[config.mk]
export PLATFORM = sky130hd
export DESIGN_NAME = framed_poll_responder_load_switch
export DESIGN_NICKNAME = d
export VERILOG_FILES = /design/src/rtl/fprls_pkg.sv /design/src/rtl/framed_poll_responder_load_switch.sv /design/src/rtl/fprls_csr.sv /design/src/rtl/fprls_front.sv /design/src/rtl/fprls_jobq.sv /design/src/rtl/fprls_back.sv
export SDC_FILE = /design/constraint.sdc
export NUM_CORES = 1
export LEC_CHECK = 0
export BUFFER_PORTS_ARGS = -buffer_cell sky130_fd_sc_hd__buf_2
export CORE_MARGIN = 2
export CORE_UTILIZATION = 45
export DETAILED_ROUTE_END_ITERATION = 7
export GPL_ROUTABILITY_DRIVEN = 0
export PLACE_DENSITY = 0.61
export SLEW_MARGIN = 20
export SYNTH_ARGS = -nofsm -noshare
export SYNTH_HDL_FRONTEND = slang
export SYNTH_SLANG_ARGS = --single-unit
[constraint.sdc]
create_clock -name clock -period 10.7 [get_ports clock]
set_clock_uncertainty 0.15 [all_clocks]
set_input_delay 2.675 -clock clock [delete_from_list [all_inputs] [get_ports clock]]
set_output_delay 2.675 -clock clock [all_outputs]
set_load 0.1 [all_outputs]
[src/rtl/fprls_pkg.sv]
package fprls_pkg;

   localparam int POWER_WIDTH = 12;
   localparam logic [15:0] POWER_MAX = 16'((2 ** POWER_WIDTH) - 1);
   localparam logic [6:0] LEVEL_MAX = 7'd100;
   localparam logic [6:0] PRIORITY_MAX = 7'd100;
   localparam logic [7:0] ESC_FLIP = 8'h80;

   localparam int JOBQ_DEPTH = 4;
   localparam int JOBQ_AW = $clog2(JOBQ_DEPTH);

   localparam int REPLY_BYTES = 5;
   localparam int BYTE_IDX_W = $clog2(REPLY_BYTES);

   typedef enum logic [1:0] {
      KIND_LINK = 2'd0,
      KIND_LEVEL = 2'd1,
      KIND_POWER = 2'd2,
      KIND_PRIORITY = 2'd3
   } in_kind_type;

   typedef enum logic [7:0] {
      REG_GROUP_ID = 8'd0,
      REG_NODE_ID = 8'd1,
      REG_POLL_CODE = 8'd2,
      REG_REPLY_CODE = 8'd3,
      REG_START_CODE = 8'd4,
      REG_ESCAPE_CODE = 8'd5,
      REG_END_CODE = 8'd6,
      REG_HYSTERESIS = 8'd7
   } reg_index_type;

   localparam logic OUT_KIND_REPLY = 1'b0;
   localparam logic OUT_KIND_REPORT = 1'b1;

   typedef struct packed {
      logic [7:0] group_id;
      logic [7:0] node_id;
      logic [7:0] poll_code;
      logic [7:0] reply_code;
      logic [7:0] start_code;
      logic [7:0] escape_code;
      logic [7:0] end_code;
      logic [6:0] hysteresis;
   } cfg_type;

   typedef struct packed {
      logic is_reply;
      logic switch_on;
      logic [POWER_WIDTH-1:0] power;
   } job_type;

   typedef struct packed {
      logic valid;
      job_type job;
   } job_push_type;

endpackage

[src/rtl/framed_poll_responder_load_switch.sv]
// Channel   Handshake                Payload
// req       req_push / req_full      kind, link_byte, level_sample, setting_value
// rsp       rsp_pop / rsp_empty      out_kind, reply_byte, last, switch_on
// csr       csr_valid / csr_ready    csr_index, csr_data
//
// One input transfer is taken per cycle while the job queue has room.
// A level tick yields one result and a matching poll yields five, one per cycle
// from the output register while rsp_pop keeps taking them.
// The four-entry job queue lets the input side run on while the result side stalls.
// Reset is synchronous and clears the deframer, the queue and the output valid flag and byte index.
module framed_poll_responder_load_switch (
   input logic clock,
   input logic reset,
   input logic req_push,
   output logic req_full,
   input logic [1:0] req_kind,
   input logic [7:0] req_link_byte,
   input logic [7:0] req_level_sample,
   input logic [15:0] req_setting_value,
   output logic rsp_empty,
   input logic rsp_pop,
   output logic rsp_out_kind,
   output logic [7:0] rsp_reply_byte,
   output logic rsp_last,
   output logic rsp_switch_on,
   input logic csr_valid,
   output logic csr_ready,
   input logic [7:0] csr_index,
   input logic [7:0] csr_data
);
   import fprls_pkg::*;

   cfg_type cfg;
   job_push_type push;
   job_type head;
   logic head_valid;
   logic head_pop;
   logic accept;

   assign accept = req_push && !req_full;

   fprls_csr u_csr (
      .clock(clock),
      .reset(reset),
      .csr_valid(csr_valid),
      .csr_ready(csr_ready),
      .csr_index(csr_index),
      .csr_data(csr_data),
      .cfg(cfg)
   );

   fprls_front u_front (
      .clock(clock),
      .reset(reset),
      .cfg(cfg),
      .accept(accept),
      .kind(req_kind),
      .link_byte(req_link_byte),
      .level_sample(req_level_sample),
      .setting_value(req_setting_value),
      .push(push)
   );

   fprls_jobq u_jobq (
      .clock(clock),
      .reset(reset),
      .push(push),
      .full(req_full),
      .pop(head_pop),
      .head_valid(head_valid),
      .head(head)
   );

   fprls_back u_back (
      .clock(clock),
      .reset(reset),
      .cfg(cfg),
      .head_valid(head_valid),
      .head(head),
      .head_pop(head_pop),
      .rsp_empty(rsp_empty),
      .rsp_pop(rsp_pop),
      .rsp_out_kind(rsp_out_kind),
      .rsp_reply_byte(rsp_reply_byte),
      .rsp_last(rsp_last),
      .rsp_switch_on(rsp_switch_on)
   );

endmodule

[src/rtl/fprls_csr.sv]
module fprls_csr (
   input logic clock,
   input logic reset,
   input logic csr_valid,
   output logic csr_ready,
   input logic [7:0] csr_index,
   input logic [7:0] csr_data,
   output fprls_pkg::cfg_type cfg
);
   import fprls_pkg::*;

   cfg_type cfg_ff;
   cfg_type cfg_in;

   assign csr_ready = 1'b1;
   assign cfg = cfg_ff;

   always_comb begin
      cfg_in = cfg_ff;
      if (csr_valid) begin
         case (csr_index)
            REG_GROUP_ID: cfg_in.group_id = csr_data;
            REG_NODE_ID: cfg_in.node_id = csr_data;
            REG_POLL_CODE: cfg_in.poll_code = csr_data;
            REG_REPLY_CODE: cfg_in.reply_code = csr_data;
            REG_START_CODE: cfg_in.start_code = csr_data;
            REG_ESCAPE_CODE: cfg_in.escape_code = csr_data;
            REG_END_CODE: cfg_in.end_code = csr_data;
            REG_HYSTERESIS: cfg_in.hysteresis = csr_data[6:0];
            default: cfg_in = cfg_ff;
         endcase
      end
   end

   always_ff @(posedge clock) begin
      if (reset) begin
         cfg_ff.group_id <= 8'd0;
         cfg_ff.node_id <= 8'd0;
         cfg_ff.poll_code <= 8'd0;
         cfg_ff.reply_code <= 8'd0;
         cfg_ff.start_code <= 8'd2;
         cfg_ff.escape_code <= 8'd16;
         cfg_ff.end_code <= 8'd3;
         cfg_ff.hysteresis <= 7'd5;
      end else begin
         cfg_ff <= cfg_in;
      end
   end

endmodule

[src/rtl/fprls_front.sv]
module fprls_front (
   input logic clock,
   input logic reset,
   input fprls_pkg::cfg_type cfg,
   input logic accept,
   input logic [1:0] kind,
   input logic [7:0] link_byte,
   input logic [7:0] level_sample,
   input logic [15:0] setting_value,
   output fprls_pkg::job_push_type push
);
   import fprls_pkg::*;

   typedef enum logic [2:0] {
      ST_WAIT = 3'b001,
      ST_DATA = 3'b010,
      ST_ESC = 3'b100
   } frame_state_type;

   frame_state_type state_ff, state_in;
   logic [1:0] count_ff, count_in;
   logic [7:0] group_ff, group_in;
   logic [7:0] node_ff, node_in;
   logic [7:0] type_ff, type_in;
   logic [POWER_WIDTH-1:0] power_ff, power_in;
   logic [6:0] priority_ff, priority_in;
   logic switch_ff, switch_in;

   logic keep;
   logic [7:0] keep_byte;
   logic frame_end;
   logic [6:0] level;
   logic [6:0] thr;
   logic [7:0] level_hyst;

   assign level = (level_sample > 8'(LEVEL_MAX)) ? LEVEL_MAX : level_sample[6:0];
   assign thr = LEVEL_MAX - priority_ff;
   assign level_hyst = {1'b0, level} + {1'b0, cfg.hysteresis};

   always_comb begin
      state_in = state_ff;
      count_in = count_ff;
      group_in = group_ff;
      node_in = node_ff;
      type_in = type_ff;
      power_in = power_ff;
      priority_in = priority_ff;
      switch_in = switch_ff;
      keep = 1'b0;
      keep_byte = link_byte;
      frame_end = 1'b0;
      push = '0;

      if (accept) begin
         case (in_kind_type'(kind))
            KIND_LINK: begin
               case (state_ff)
                  ST_WAIT: begin
                     if (link_byte == cfg.start_code) begin
                        state_in = ST_DATA;
                     end
                  end
                  ST_DATA: begin
                     if (link_byte == cfg.escape_code) begin
                        state_in = ST_ESC;
                     end else if (link_byte == cfg.end_code) begin
                        frame_end = 1'b1;
                     end else begin
                        keep = 1'b1;
                     end
                  end
                  ST_ESC: begin
                     keep = 1'b1;
                     keep_byte = link_byte ^ ESC_FLIP;
                     state_in = ST_DATA;
                  end
                  default: state_in = ST_WAIT;
               endcase
            end
            KIND_LEVEL: begin
               if (priority_ff == 7'd0 || power_ff == '0) begin
                  switch_in = 1'b0;
               end else if (priority_ff == PRIORITY_MAX || level >= thr) begin
                  switch_in = 1'b1;
               end else if (level == 7'd0 || level_hyst < {1'b0, thr}) begin
                  switch_in = 1'b0;
               end
               push.valid = 1'b1;
               push.job.is_reply = 1'b0;
               push.job.switch_on = switch_in;
            end
            KIND_POWER: begin
               if (setting_value <= POWER_MAX) begin
                  power_in = setting_value[POWER_WIDTH-1:0];
               end
            end
            KIND_PRIORITY: begin
               if (setting_value <= 16'(PRIORITY_MAX)) begin
                  priority_in = setting_value[6:0];
               end
            end
            default: state_in = state_ff;
         endcase
      end

      if (keep) begin
         case (count_ff)
            2'd0: group_in = keep_byte;
            2'd1: node_in = keep_byte;
            2'd2: type_in = keep_byte;
            default: type_in = type_ff;
         endcase
         if (count_ff != 2'd3) begin
            count_in = count_ff + 2'd1;
         end
      end

      if (frame_end) begin
         state_in = ST_WAIT;
         count_in = 2'd0;
         if (type_ff == cfg.poll_code && group_ff == cfg.group_id
               && node_ff == cfg.node_id) begin
            push.valid = 1'b1;
            push.job.is_reply = 1'b1;
            push.job.switch_on = switch_ff;
            push.job.power = switch_ff ? power_ff : '0;
         end
      end
   end

   always_ff @(posedge clock) begin
      if (reset) begin
         state_ff <= ST_WAIT;
         count_ff <= 2'd0;
         group_ff <= 8'd0;
         node_ff <= 8'd0;
         type_ff <= 8'd0;
         power_ff <= '0;
         priority_ff <= PRIORITY_MAX;
         switch_ff <= 1'b0;
      end else begin
         state_ff <= state_in;
         count_ff <= count_in;
         group_ff <= group_in;
         node_ff <= node_in;
         type_ff <= type_in;
         power_ff <= power_in;
         priority_ff <= priority_in;
         switch_ff <= switch_in;
      end
   end

endmodule

[src/rtl/fprls_jobq.sv]
module fprls_jobq (
   input logic clock,
   input logic reset,
   input fprls_pkg::job_push_type push,
   output logic full,
   input logic pop,
   output logic head_valid,
   output fprls_pkg::job_type head
);
   import fprls_pkg::*;

   job_type entry_ff [JOBQ_DEPTH];
   logic [JOBQ_AW-1:0] wr_ptr_ff, wr_ptr_in;
   logic [JOBQ_AW-1:0] rd_ptr_ff, rd_ptr_in;
   logic [JOBQ_AW:0] count_ff, count_in;
   logic do_pop;

   assign full = (count_ff == (JOBQ_AW + 1)'(JOBQ_DEPTH));
   assign head_valid = (count_ff != '0);
   assign head = entry_ff[rd_ptr_ff];
   assign do_pop = pop && head_valid;

   always_comb begin
      wr_ptr_in = wr_ptr_ff;
      rd_ptr_in = rd_ptr_ff;
      count_in = count_ff;
      if (push.valid) begin
         wr_ptr_in = wr_ptr_ff + 1'b1;
      end
      if (do_pop) begin
         rd_ptr_in = rd_ptr_ff + 1'b1;
      end
      if (push.valid && !do_pop) begin
         count_in = count_ff + 1'b1;
      end else if (!push.valid && do_pop) begin
         count_in = count_ff - 1'b1;
      end
   end

   always_ff @(posedge clock) begin
      if (push.valid) begin
         entry_ff[wr_ptr_ff] <= push.job;
      end
   end

   always_ff @(posedge clock) begin
      if (reset) begin
         wr_ptr_ff <= '0;
         rd_ptr_ff <= '0;
         count_ff <= '0;
      end else begin
         wr_ptr_ff <= wr_ptr_in;
         rd_ptr_ff <= rd_ptr_in;
         count_ff <= count_in;
      end
   end

endmodule

[src/rtl/fprls_back.sv]
module fprls_back (
   input logic clock,
   input logic reset,
   input fprls_pkg::cfg_type cfg,
   input logic head_valid,
   input fprls_pkg::job_type head,
   output logic head_pop,
   output logic rsp_empty,
   input logic rsp_pop,
   output logic rsp_out_kind,
   output logic [7:0] rsp_reply_byte,
   output logic rsp_last,
   output logic rsp_switch_on
);
   import fprls_pkg::*;

   logic valid_ff, valid_in;
   logic [BYTE_IDX_W-1:0] idx_ff, idx_in;
   logic kind_ff, kind_in;
   logic [7:0] byte_ff, byte_in;
   logic last_ff, last_in;
   logic switch_ff, switch_in;
   logic load;
   logic [15:0] pw;

   assign rsp_empty = !valid_ff;
   assign rsp_out_kind = kind_ff;
   assign rsp_reply_byte = byte_ff;
   assign rsp_last = last_ff;
   assign rsp_switch_on = switch_ff;

   assign load = head_valid && (!valid_ff || rsp_pop);
   assign pw = 16'(head.power);

   always_comb begin
      valid_in = valid_ff;
      idx_in = idx_ff;
      kind_in = kind_ff;
      byte_in = byte_ff;
      last_in = last_ff;
      switch_in = switch_ff;
      head_pop = 1'b0;

      if (valid_ff && rsp_pop) begin
         valid_in = 1'b0;
      end

      if (load) begin
         valid_in = 1'b1;
         switch_in = head.switch_on;
         if (head.is_reply) begin
            kind_in = OUT_KIND_REPLY;
            last_in = 1'b0;
            case (idx_ff)
               BYTE_IDX_W'(0): byte_in = cfg.group_id;
               BYTE_IDX_W'(1): byte_in = cfg.node_id;
               BYTE_IDX_W'(2): byte_in = cfg.reply_code;
               BYTE_IDX_W'(3): byte_in = pw[15:8];
               default: byte_in = pw[7:0];
            endcase
            if (idx_ff == BYTE_IDX_W'(REPLY_BYTES - 1)) begin
               last_in = 1'b1;
               idx_in = '0;
               head_pop = 1'b1;
            end else begin
               idx_in = idx_ff + 1'b1;
            end
         end else begin
            kind_in = OUT_KIND_REPORT;
            byte_in = 8'd0;
            last_in = 1'b1;
            head_pop = 1'b1;
         end
      end
   end

   always_ff @(posedge clock) begin
      if (reset) begin
         valid_ff <= 1'b0;
         idx_ff <= '0;
      end else begin
         valid_ff <= valid_in;
         idx_ff <= idx_in;
      end
   end

   always_ff @(posedge clock) begin
      kind_ff <= kind_in;
      byte_ff <= byte_in;
      last_ff <= last_in;
      switch_ff <= switch_in;
   end

endmodule

# == Yosys cells after proc, flatten, opt, wreduce, memory -nomap -nowiden ==
# Memories as Yosys holds them, arrays and structs flattened. A register that Yosys moved wholly into a read port is not among the register bits.
# Index checks and enable logic that the tools add are counted.
# word_totals
n_memories,1
mem_bits_rw,56
wordCells,153
ff_bits,134
# memory_table
name,words,word_bits,rd,rd_ports_with_merged_regs,write_ports,line_no,source
u_jobq.entry_ff,4,14,1,1,1,fprls_jobq.sv:12,job_type entry_ff [JOBQ_DEPTH];
# op_classes
reduce_logical,44
order_cmp,5
bitwise_logic,1
addsub,8
n_mux,39
n_eq_ne,30
# op_table
op,n
$eq A8 B8 Y1,6
$eq A8 B3 Y1 const B,4
$pmux W8 S4,1
$mux W15,2
$reduce_and A2 Y1,14
$mux W8,3
$mux W3,7
$mux W1,20
$eq A8 B2 Y1 const B,2
$le A16 B12 Y1 const B,1
$le A16 B7 Y1 const B,1
$logic_not A7 Y1,2
$logic_not A12 Y1,1
$mux W12,1
$eq A3 B2 Y1 const B,3
$eq A3 B3 Y1 const B,3
$pmux W3 S3,1
$add A7 B7 Y8,1
$eq A8 B1 Y1 const B,1
$gt A8 B7 Y1 const B,1
$logic_and A1 B1 Y1,8
$logic_not A8 Y1,1
$lt A8 B7 Y1,1
$eq A7 B7 Y1 const B,1
23 further kinds,41

# == Longest topological paths before layout ==
# Gate-level depths: netlist of run 1.
# logic_depth
word_depth,16
depth_mapped,18
depth_no_buf,18

# == Cells and area by module ==
# Synthesis of run 1 repeated with hierarchy kept, for this count alone.
# hier_totals
cells_unflattened,845
hier_area_um2,9686.8
# by_module_without_submodules
mod,n_inst,cells_each,area_per_inst_um2,seq_area_each_um2
fprls_front,1,398,3656.0,980.9
fprls_csr,1,232,2548.7,1261.2
fprls_jobq,1,117,2492.4,1861.8
fprls_back,1,97,975.9,410.4
framed_poll_responder_load_switch,1,1,13.8,0.0

# == Worst setup path before layout of run 1 ==
# Ideal clock, no wire load.
# synth_timing
path_type,input-to-reg
start,in req_level_sample[4]
end,mem u_jobq.entry_ff[0][12] (netlist bit) (data pin)
path_buffers,0
arrival_time_ns,5.642
path_slack_ns,4.638
stages,17
setup_ns,0.270
cell_sequence,o311a_1 > nor2_1 > xor2_1 > ha_1 > a21oi_1 > o31ai_1 > maj3_1 > a21o_1 > a21oi_1 > xnor2_1 > ha_1 > a211oi_1 > o211ai_1 > a21oi_1 > o211ai_1 > a32oi_1 > nand2_1
# synth_lines
item,line_no,source
"start, declared",framed_poll_responder_load_switch.sv:18,"input logic [7:0] req_level_sample,"
"end, declared",fprls_jobq.sv:12,

==> run summary, run 1 <==
Outcome: finished, final reports clean
DP Wirelength: 14400 um
Post-Syn Area: 9160 sq um
Fin crit share: 56.7%
Worst-path fanout max: 5
Achievable frequency: 0.165 GHz
Max Slew Vio Count: 0
Busiest layer in global routing: met2
Library cells used by synthesis: 63
Synth Area per Inst: 10.7 sq um
Final Power: 1.84 mW
Yosys top cell by area: dfxtp_1
R2r startpoint: u_jobq.count_ff[0]$_SDFFE_PP0P_
Setup bufs post-CTS: 0
Initial Util: 45.6%
Post-synthesis cell count: 853
GR Overflow Total: 0
Min cycle time layout: 6.07 ns
Final setup TNS: 0 ns
Ys flop type: dfxtp_1
Vias in the first global route: 6069
Cell row count: 52
Hold endpoint: u_front.node_ff[2]$_SDFFE_PP0P_
# resized after CTS: 0
Number of CTS-inserted buffers: 17
Final Hold Vio Count: 0
CTS tree: yes
Drt first pass iters: 5
Worst Setup Path Type: in -> reg
Worst setup margin: 4.63 ns
Max-cap violations: 0
Height of the die: 147 um
Max rail drop VDD: 0.000116 V
Synth area leaders: dfxtp_1 (27%), edfxtp_1 (22%), mux2i_1 (11%), ha_1 (4.6%), nor2_1 (3.9%)
Max Buffers Root-to-Sink: 2
Clock transition at the registers of the reported paths: 0.07 ns
Met1 usage: 27.4%
Post-synth ARST share: 0%
Fillers: 1823
Routed WL per cell: 17.1 um
Die Wd: 147 um
Vias: 6263
Setup slack, reg-to-reg: 7.12 ns
N_diodes: 0
Yosys reg bits: 192
CP Capture Type: flop
Grt met2 use: 31.5%
Total GRT Usage: 19.5%
Initial antenna violation count: 0
Hold Buf Count CTS: 0
Min-Delay Path Depth: 2
Worst reg2reg path depth: 14
# clock sinks: 192
I/O Pins: 69
Hold_sp: u_front.node_ff[2]$_SDFFE_PP0P_
Port Buffer Count: 67
Routed WL: 20300 um
Core Area: 20100 sq um
Post-synth EDFFs: 67
Slew HR: 35.1%
Drt initial violations: 303
Synth top area share: 27.3%
Min-Delay Path Class: reg -> reg
H-tree level count: 4
RSZ-0062 raised after global routing: false
Setup violators final: 0
Crit path DAT: 6.08 ns
Data required time of the worst path: 10.71 ns
Sequential area share after synthesis: 49.3%
CP Launch Point: req_level_sample[4]
Synthesis Warnings: 0
Capturing point of the worst reg2reg path: u_jobq.count_ff[2]$_SDFFE_PP0P_
Placement Setup Slack: 4.23 ns
Share of cells above drive strength 1: 14.5%
Crit path launch type: input port
DRT antenna net count: 0
Met3 Track Usage GR: 2.91%
Static Leakage: 4.21 nW
Final #Nets: 993
PD cells: 180 nW/um^2
Largest net degree at the start of global routing: 60
Drc violations: 0
CTS root buf: clkbuf_16
DIE AREA: 21500 sq um
Clk Latency, worst-skew pair: 0.43 ns
Synthesized Nets: 943
First-pass GRT wire length: 32800 um
Slew @ Worst Pin: 0.965 ns
Area growth, synth to finish: 11.7%
Via density: 5.28
## routing by layer
layer | part of all wire, % | vias up
met4 | 1.0 | 0
met5 | 0 | -
met2 | 47 | 109
met3 | 3.2 | 13
met1 | 49 | 3015
li1 | - | 3126
## logic make-up (layout without fill, tap and decap cells)
group / Yosys count / count (layout) / share of synthesized area [%]
adders and majority gates: 36 / 36 / 4.97
muxes: 119 / 119 / 14.8
buffers and inverters: 63 / 126 / 2.96
DFF: 192 / 192 / 49.3
AOI/OAI and AO/OA: 92 / 92 / 6.60
and+or+nand+nor: 286 / 286 / 15.2
xor gates and xnor gates: 64 / 64 / 6.12
other: 1 / 1 / 0.0409
## flip-flops by register name (all words and copies together), names as in the netlist, 2 cells and up, named ones only
| name | count |
|---|---|
| u_front.node_ff | 8 |
| u_jobq.count_ff | 3 |
| u_back.idx_ff | 3 |
| u_front.state_ff | 3 |
| u_front.power_ff | 12 |
| u_front.count_ff | 2 |
| u_front.group_ff | 8 |
| u_front.priority_ff | 7 |
| u_jobq.entry_ff | 56 |
| u_jobq.rd_ptr_ff | 2 |
| u_back.rsp_reply_byte | 8 |
| u_csr.cfg | 63 |
| u_jobq.wr_ptr_ff | 2 |
| u_front.type_ff | 8 |
## critical path: stages
cell and delay (ns):
buf_2 0.12, o311a_1 0.40, nor2_1 0.24, xor2_1 0.12, ha_1 0.23, a21oi_1 0.12
o31ai_1 0.09, maj3_1 0.39, a21o_1 0.19, a21oi_1 0.17, xnor2_1 0.14, ha_1 0.27
a211oi_1 0.24, o211ai_1 0.13, a21oi_1 0.13, o211ai_1 0.13, a32oi_1 0.19, nand2_1 0.11
## power by group
part / internal [mW] / switching, mW
registers: 0.800 / 0.0205
clock network: 0.316 / 0.268
logic: 0.108 / 0.329
total: 1.22 / 0.618
## how the worst max path moves through the flow
stage                                       end  cells after the start  slack [ns]
6_report       u_jobq.entry_ff[1][12]$_DFFE_PP_                     18        4.63
5_1_grt        u_jobq.entry_ff[0][12]$_DFFE_PP_                     18        4.39
4_1_cts        u_jobq.entry_ff[0][12]$_DFFE_PP_                     18        4.66
3_5_place_dp   u_jobq.entry_ff[2][12]$_DFFE_PP_                     18        4.23
3_3_place_gp   u_jobq.entry_ff[2][12]$_DFFE_PP_                     18        4.31
2_1_floorplan  u_jobq.entry_ff[0][12]$_DFFE_PP_                     17        4.64
## cell type report
cell class              count  area (sq um)  share of cell area (%)
flip-flops and latches    192          4510                    44.1
multi-input cells         598          4370                    42.8
clock buffers              23           478                    4.67
repair buffers             75           395                    3.87
well taps                 270           338                    3.30
inverters                  19          71.3                   0.697
clock inverters             9          57.6                   0.563
## cell usage after synthesis (all sizes together) (17+ instances only)
cell type	n
dfxtp	125
inv	18
clkbuf	31
and3	17
xor2	40
edfxtp	67
xnor2	24
ha	34
nand2	81
nor4	17
mux2i	105
nor2	97
nand3	19
a21oi	28
## per-stage QoR
stage	hold WS, ns	std cells	cell area (sq um)	util, %
final	0.322	1186	10200	50.9
after global routing	0.333	1186	10200	50.9
after global placement	0.305	1154	9690	48.2
after floorplan	0.295	853	9160	-
after detailed placement	0.311	1154	9690	48.2
after CTS	0.321	1186	10200	50.9
## cells in the final DEF, fill, tap and decap left out, drive strengths merged, types with 9 or more instances in the layout
master	n
a21oi	28
dfxtp	125
edfxtp	67
nor4	17
xor2	40
inv	22
clkbuf	23
nand3	19
and3	17
o21ai	12
nand2	81
ha	34
mux2i	105
nor2	97
buf	75
xnor2	24
a22oi	12
mux4	13
a31oi	9
Power figures use the tool's default switching activity.
==> run 2: changes to the inputs <==
--- a/config.mk
+++ b/config.mk
@@ -5,12 +5,13 @@
 export SDC_FILE = /design/constraint.sdc
 export NUM_CORES = 1
 export LEC_CHECK = 0
+export ABC_AREA = 1
 export BUFFER_PORTS_ARGS = -buffer_cell sky130_fd_sc_hd__buf_2
 export CORE_MARGIN = 2
 export CORE_UTILIZATION = 45
 export DETAILED_ROUTE_END_ITERATION = 7
 export GPL_ROUTABILITY_DRIVEN = 0
-export PLACE_DENSITY = 0.61
+export PLACE_DENSITY = 0.63
 export SLEW_MARGIN = 20
 export SYNTH_ARGS = -nofsm -noshare
 export SYNTH_HDL_FRONTEND = slang
==> constraint.sdc (replaced) <==
create_clock -name clock -period 5.15 [get_ports clock]
set_clock_uncertainty 0.15 [all_clocks]
set_input_delay 1.2875 -clock clock [delete_from_list [all_inputs] [get_ports clock]]
set_output_delay 1.2875 -clock clock [all_outputs]
set_load 0.1 [all_outputs]
==> run summary, run 2 <==
DIE AREA: 21600 sq um (+0.57%)
Drt initial violations: 458 (+51%)
Slew @ Worst Pin: 0.874 ns (-0.0913 ns)
Setup bufs post-CTS: 0 (unchanged)
Total GRT Usage: 19.9% (+0.44 points)
Internal Power: 2.67 mW (+120%)
PD cells: 398 nW/um^2 (+120%)
Number of CTS-inserted buffers: 17 (unchanged)
Main combinational cell family by area after synthesis: simple AND/OR/NAND/NOR gates
Achievable frequency: 0.245 GHz
Sw Ratio: 35.4% (+1.9 points)
Min-Delay Path Class: reg -> reg
Post-Syn Area: 9210 sq um (+0.59%)
Worst Setup Path Type: in -> reg
Synthesis Warnings: 0 (unchanged)
Share of cells above drive strength 1: 13.4% (-1.1 points)
Port Buffer Count: 67 (unchanged)
I/O Pins: 69 (unchanged)
Height of the die: 147 um (+0.28%)
Min cycle time layout: 4.09 ns
# clock sinks: 192 (unchanged)
Final setup TNS: 0 ns (unchanged)
CTS tree: yes
Max Buffers Root-to-Sink: 2 (unchanged)
Library cells used by synthesis: 56 (-11%)
Final #Nets: 1225 (+23%)
Register Area: 4510 sq um (unchanged)
Vias in the first global route: 6596 (+8.7%)
Most frequent cells in the layout: nor2_1 (173), o21ai_0 (128), inv_1 (125), dfxtp_1 (125), nand2_1 (104)
DRT antenna net count: 0 (unchanged)
Area growth, synth to finish: 12.6%
Final Power: 4.13 mW (+120%)
Worst-path fanout max: 6 (+1)
Synth Area in Simple Gates: 18.6% (+3.4 points)
Synth Area in XOR/XNOR: 4.28% (-1.8 points)
Die Wd: 147 um (+0.28%)
CP Capture Type: flop
Sequential power share: 41.7% (-2.8 points)
Cell row count: 52 (unchanged)
Hold Buf Count CTS: 0 (unchanged)
Compound-gate portion of the synthesized area: 15.6% (+9.0 points)
Clk Latency, worst-skew pair: 0.44 ns (about the same)
Max-cap violations: 0 (unchanged)
Synth Area per Inst: 8.59 sq um (-20%)
Outcome: finished, final reports clean
Footprint of the multi-input gates: 4000 sq um (-8.4%)
Setup violators final: 0 (unchanged)
CTS root buf: clkbuf_16
Post-synth ARST share: 0% (unchanged)
Comb pwr share: 25.8% (+2.1 points)
First-pass GRT wire length: 34000 um (+3.6%)
Initial Util: 45.7% (+0.12 points)
Worst reg2reg path depth: 13 (-1)
Fillers: 1966 (+7.8%)
Data required time of the worst path: 5.17 ns (-5.54 ns)
Core Area: 20200 sq um (+0.32%)
Most frequent cells after synthesis: nor2_1 (173), o21ai_0 (128), dfxtp_1 (125), inv_1 (125), nand2_1 (104)
Drc violations: 0 (unchanged)
Fin crit share: 79.4%
Largest net degree at the start of global routing: 71 (+18%)
Routed WL per cell: 14.8 um (-14%)
# resized after CTS: 0 (unchanged)
Vias: 7104 (+13%)
RSZ-0062 raised after global routing: false
Synth area leaders: dfxtp_1 (27%), edfxtp_1 (22%), nor2_1 (7.0%), o21ai_0 (7.0%), inv_1 (5.1%)
DP Wirelength: 15000 um (+3.9%)
H-tree level count: 4 (unchanged)
Crit path DAT: 4.11 ns (-1.97 ns)
Sequential area share after synthesis: 49.0% (-0.29 points)
N_diodes: 0 (unchanged)
Most common cell after layout, fill and taps aside: nor2_1
Max rail drop VDD: 0.000289 V (+150%)
Static Leakage: 4.19 nW (-0.54%)
Final Hold Vio Count: 0 (unchanged)
Max Slew Vio Count: 0 (unchanged)
Max reg flops: 63 (unchanged)
Slew HR: 41.3% (+6.1 points)
Synthesized Nets: 1162 (+23%)
Area share of fa/ha/maj cells after synthesis: 4.84% (-0.14 points)
Routed WL: 20900 um (+3.2%)
Crit path launch type: input port
Sw Pwr: 1.46 mW (+140%)
Post-synthesis mux area share: 0% (-15 points)
Synth top area share: 27.2% (-0.16 points)
Drt first pass iters: 5 (unchanged)
Initial antenna violation count: 0 (unchanged)
Post-synth EDFFs: 67 (unchanged)
Yosys reg bits: 192 (unchanged)
Clock transition at the registers of the reported paths: 0.07 ns (about the same)
Most frequent cell after synthesis: nor2_1
Clock share of power: 32.5% (+0.8 points)
Post-synthesis cell count: 1072 (+26%)
Ys flop type: dfxtp_1
GR Overflow Total: 0 (unchanged)
Yosys top cell by area: dfxtp_1
Via density: 5.01 (-5.1%)
Min-Delay Path Depth: 2 (unchanged)
==> run 2: changes by cell type in the layout (fill, tap and decap cells not counted), sizes merged, moves of 13 or more <==
| cell | before | now |
|---|---|---|
| and3 | 17 | 1 |
| o22ai | 1 | 18 |
| mux2i | 105 | 0 |
| nor2 | 97 | 191 |
| xor2 | 40 | 17 |
| mux4 | 13 | 0 |
| nand2 | 81 | 112 |
| a21oi | 28 | 69 |
| o21ai | 12 | 143 |
| inv | 22 | 135 |
==> run 2: kinds of logic (layout without fill, tap and decap cells) <==
| group | after synthesis | count (layout) |
|---|---|---|
| AO/OA/AOI/OAI | 261 | 261 |
| XOR/XNOR | 45 | 45 |
| adder cells (fa/ha/maj) | 35 | 35 |
| buffers and inverters | 168 | 244 |
| flip-flops | 192 | 192 |
| other | 1 | 1 |
| AND/OR/NAND/NOR | 370 | 370 |
==> run 2: area by class of cell <==
class | count | area share, %
clock buffer | 19 | 4.17
clock inverter | 13 | 1.57
inverter | 137 | 5.10
multi-input combinational | 712 | 38.6
sequential | 192 | 43.5
tap | 270 | 3.26
timing repair buffer | 75 | 3.81
==> run 2: final timing paths <==
path | start | end | slack, ns
min | u_csr.cfg[13]$_SDFFE_PP0P_ | u_csr.cfg[13]$_SDFFE_PP0P_ | 0.32
min reg2reg | u_csr.cfg[13]$_SDFFE_PP0P_ | u_csr.cfg[13]$_SDFFE_PP0P_ | 0.32
max | req_level_sample[3] | u_jobq.entry_ff[2][12]$_DFFE_PP_ | 1.06
max reg2reg | flop | u_jobq.count_ff[2]$_SDFFE_PP0P_ | 1.90
==> run 2: routing by layer <==
metal	share of wire [%]	global-route usage (%)	up-vias
met5	0	0	-
met1	50	28.3	3242
met2	46	31.3	130
met4	1.7	6.20	0
met3	3.3	3.45	23
li1	-	-	3709
==> run 2: metrics by stage <==
step | util (%) | hold WS (ns) | worst slack (ns) | std cells | area [sq um]
after global routing | 51.4 | 0.352 | 0.677 | 1418 | 10400
after CTS | 51.4 | 0.322 | 1.07 | 1418 | 10400
after global placement | 48.5 | 0.304 | 0.671 | 1386 | 9780
after detailed placement | 48.5 | 0.312 | 0.627 | 1386 | 9780
after floorplan | - | 0.280 | 1.02 | 1072 | 9210
final | 51.4 | 0.321 | 1.06 | 1418 | 10400
==> run 2: power by group through the flow <==
stage	registers, mW	clock network [mW]	logic [mW]
after floorplan	2.07	0	0.489
after global placement	1.75	0	1.05
after detailed placement	1.76	0	1.07
after CTS	1.72	1.35	1.07
after global routing	1.73	1.42	1.15
final	1.72	1.34	1.07
==> run 2: worst max-delay path, stage by stage <==
cell     delay (ns)
buf_2          0.12
inv_1          0.06
nand2_1        0.05
nor2_1         0.10
nand2_1        0.05
nand2_1        0.16
inv_1          0.11
or2_2          0.32
ha_1           0.33
nand4_1        0.10
nand2_1        0.05
inv_1          0.05
nand2_1        0.07
xnor2_1        0.13
ha_1           0.31
a21oi_1        0.13
nand2_1        0.06
nand2_1        0.06
nand2_1        0.04
nand2_1        0.05
nand2_1        0.04
a21oi_1        0.12
nand2_1        0.06
nand2_1        0.05
nand2_1        0.04
nand2_1        0.09
nand2_2        0.07
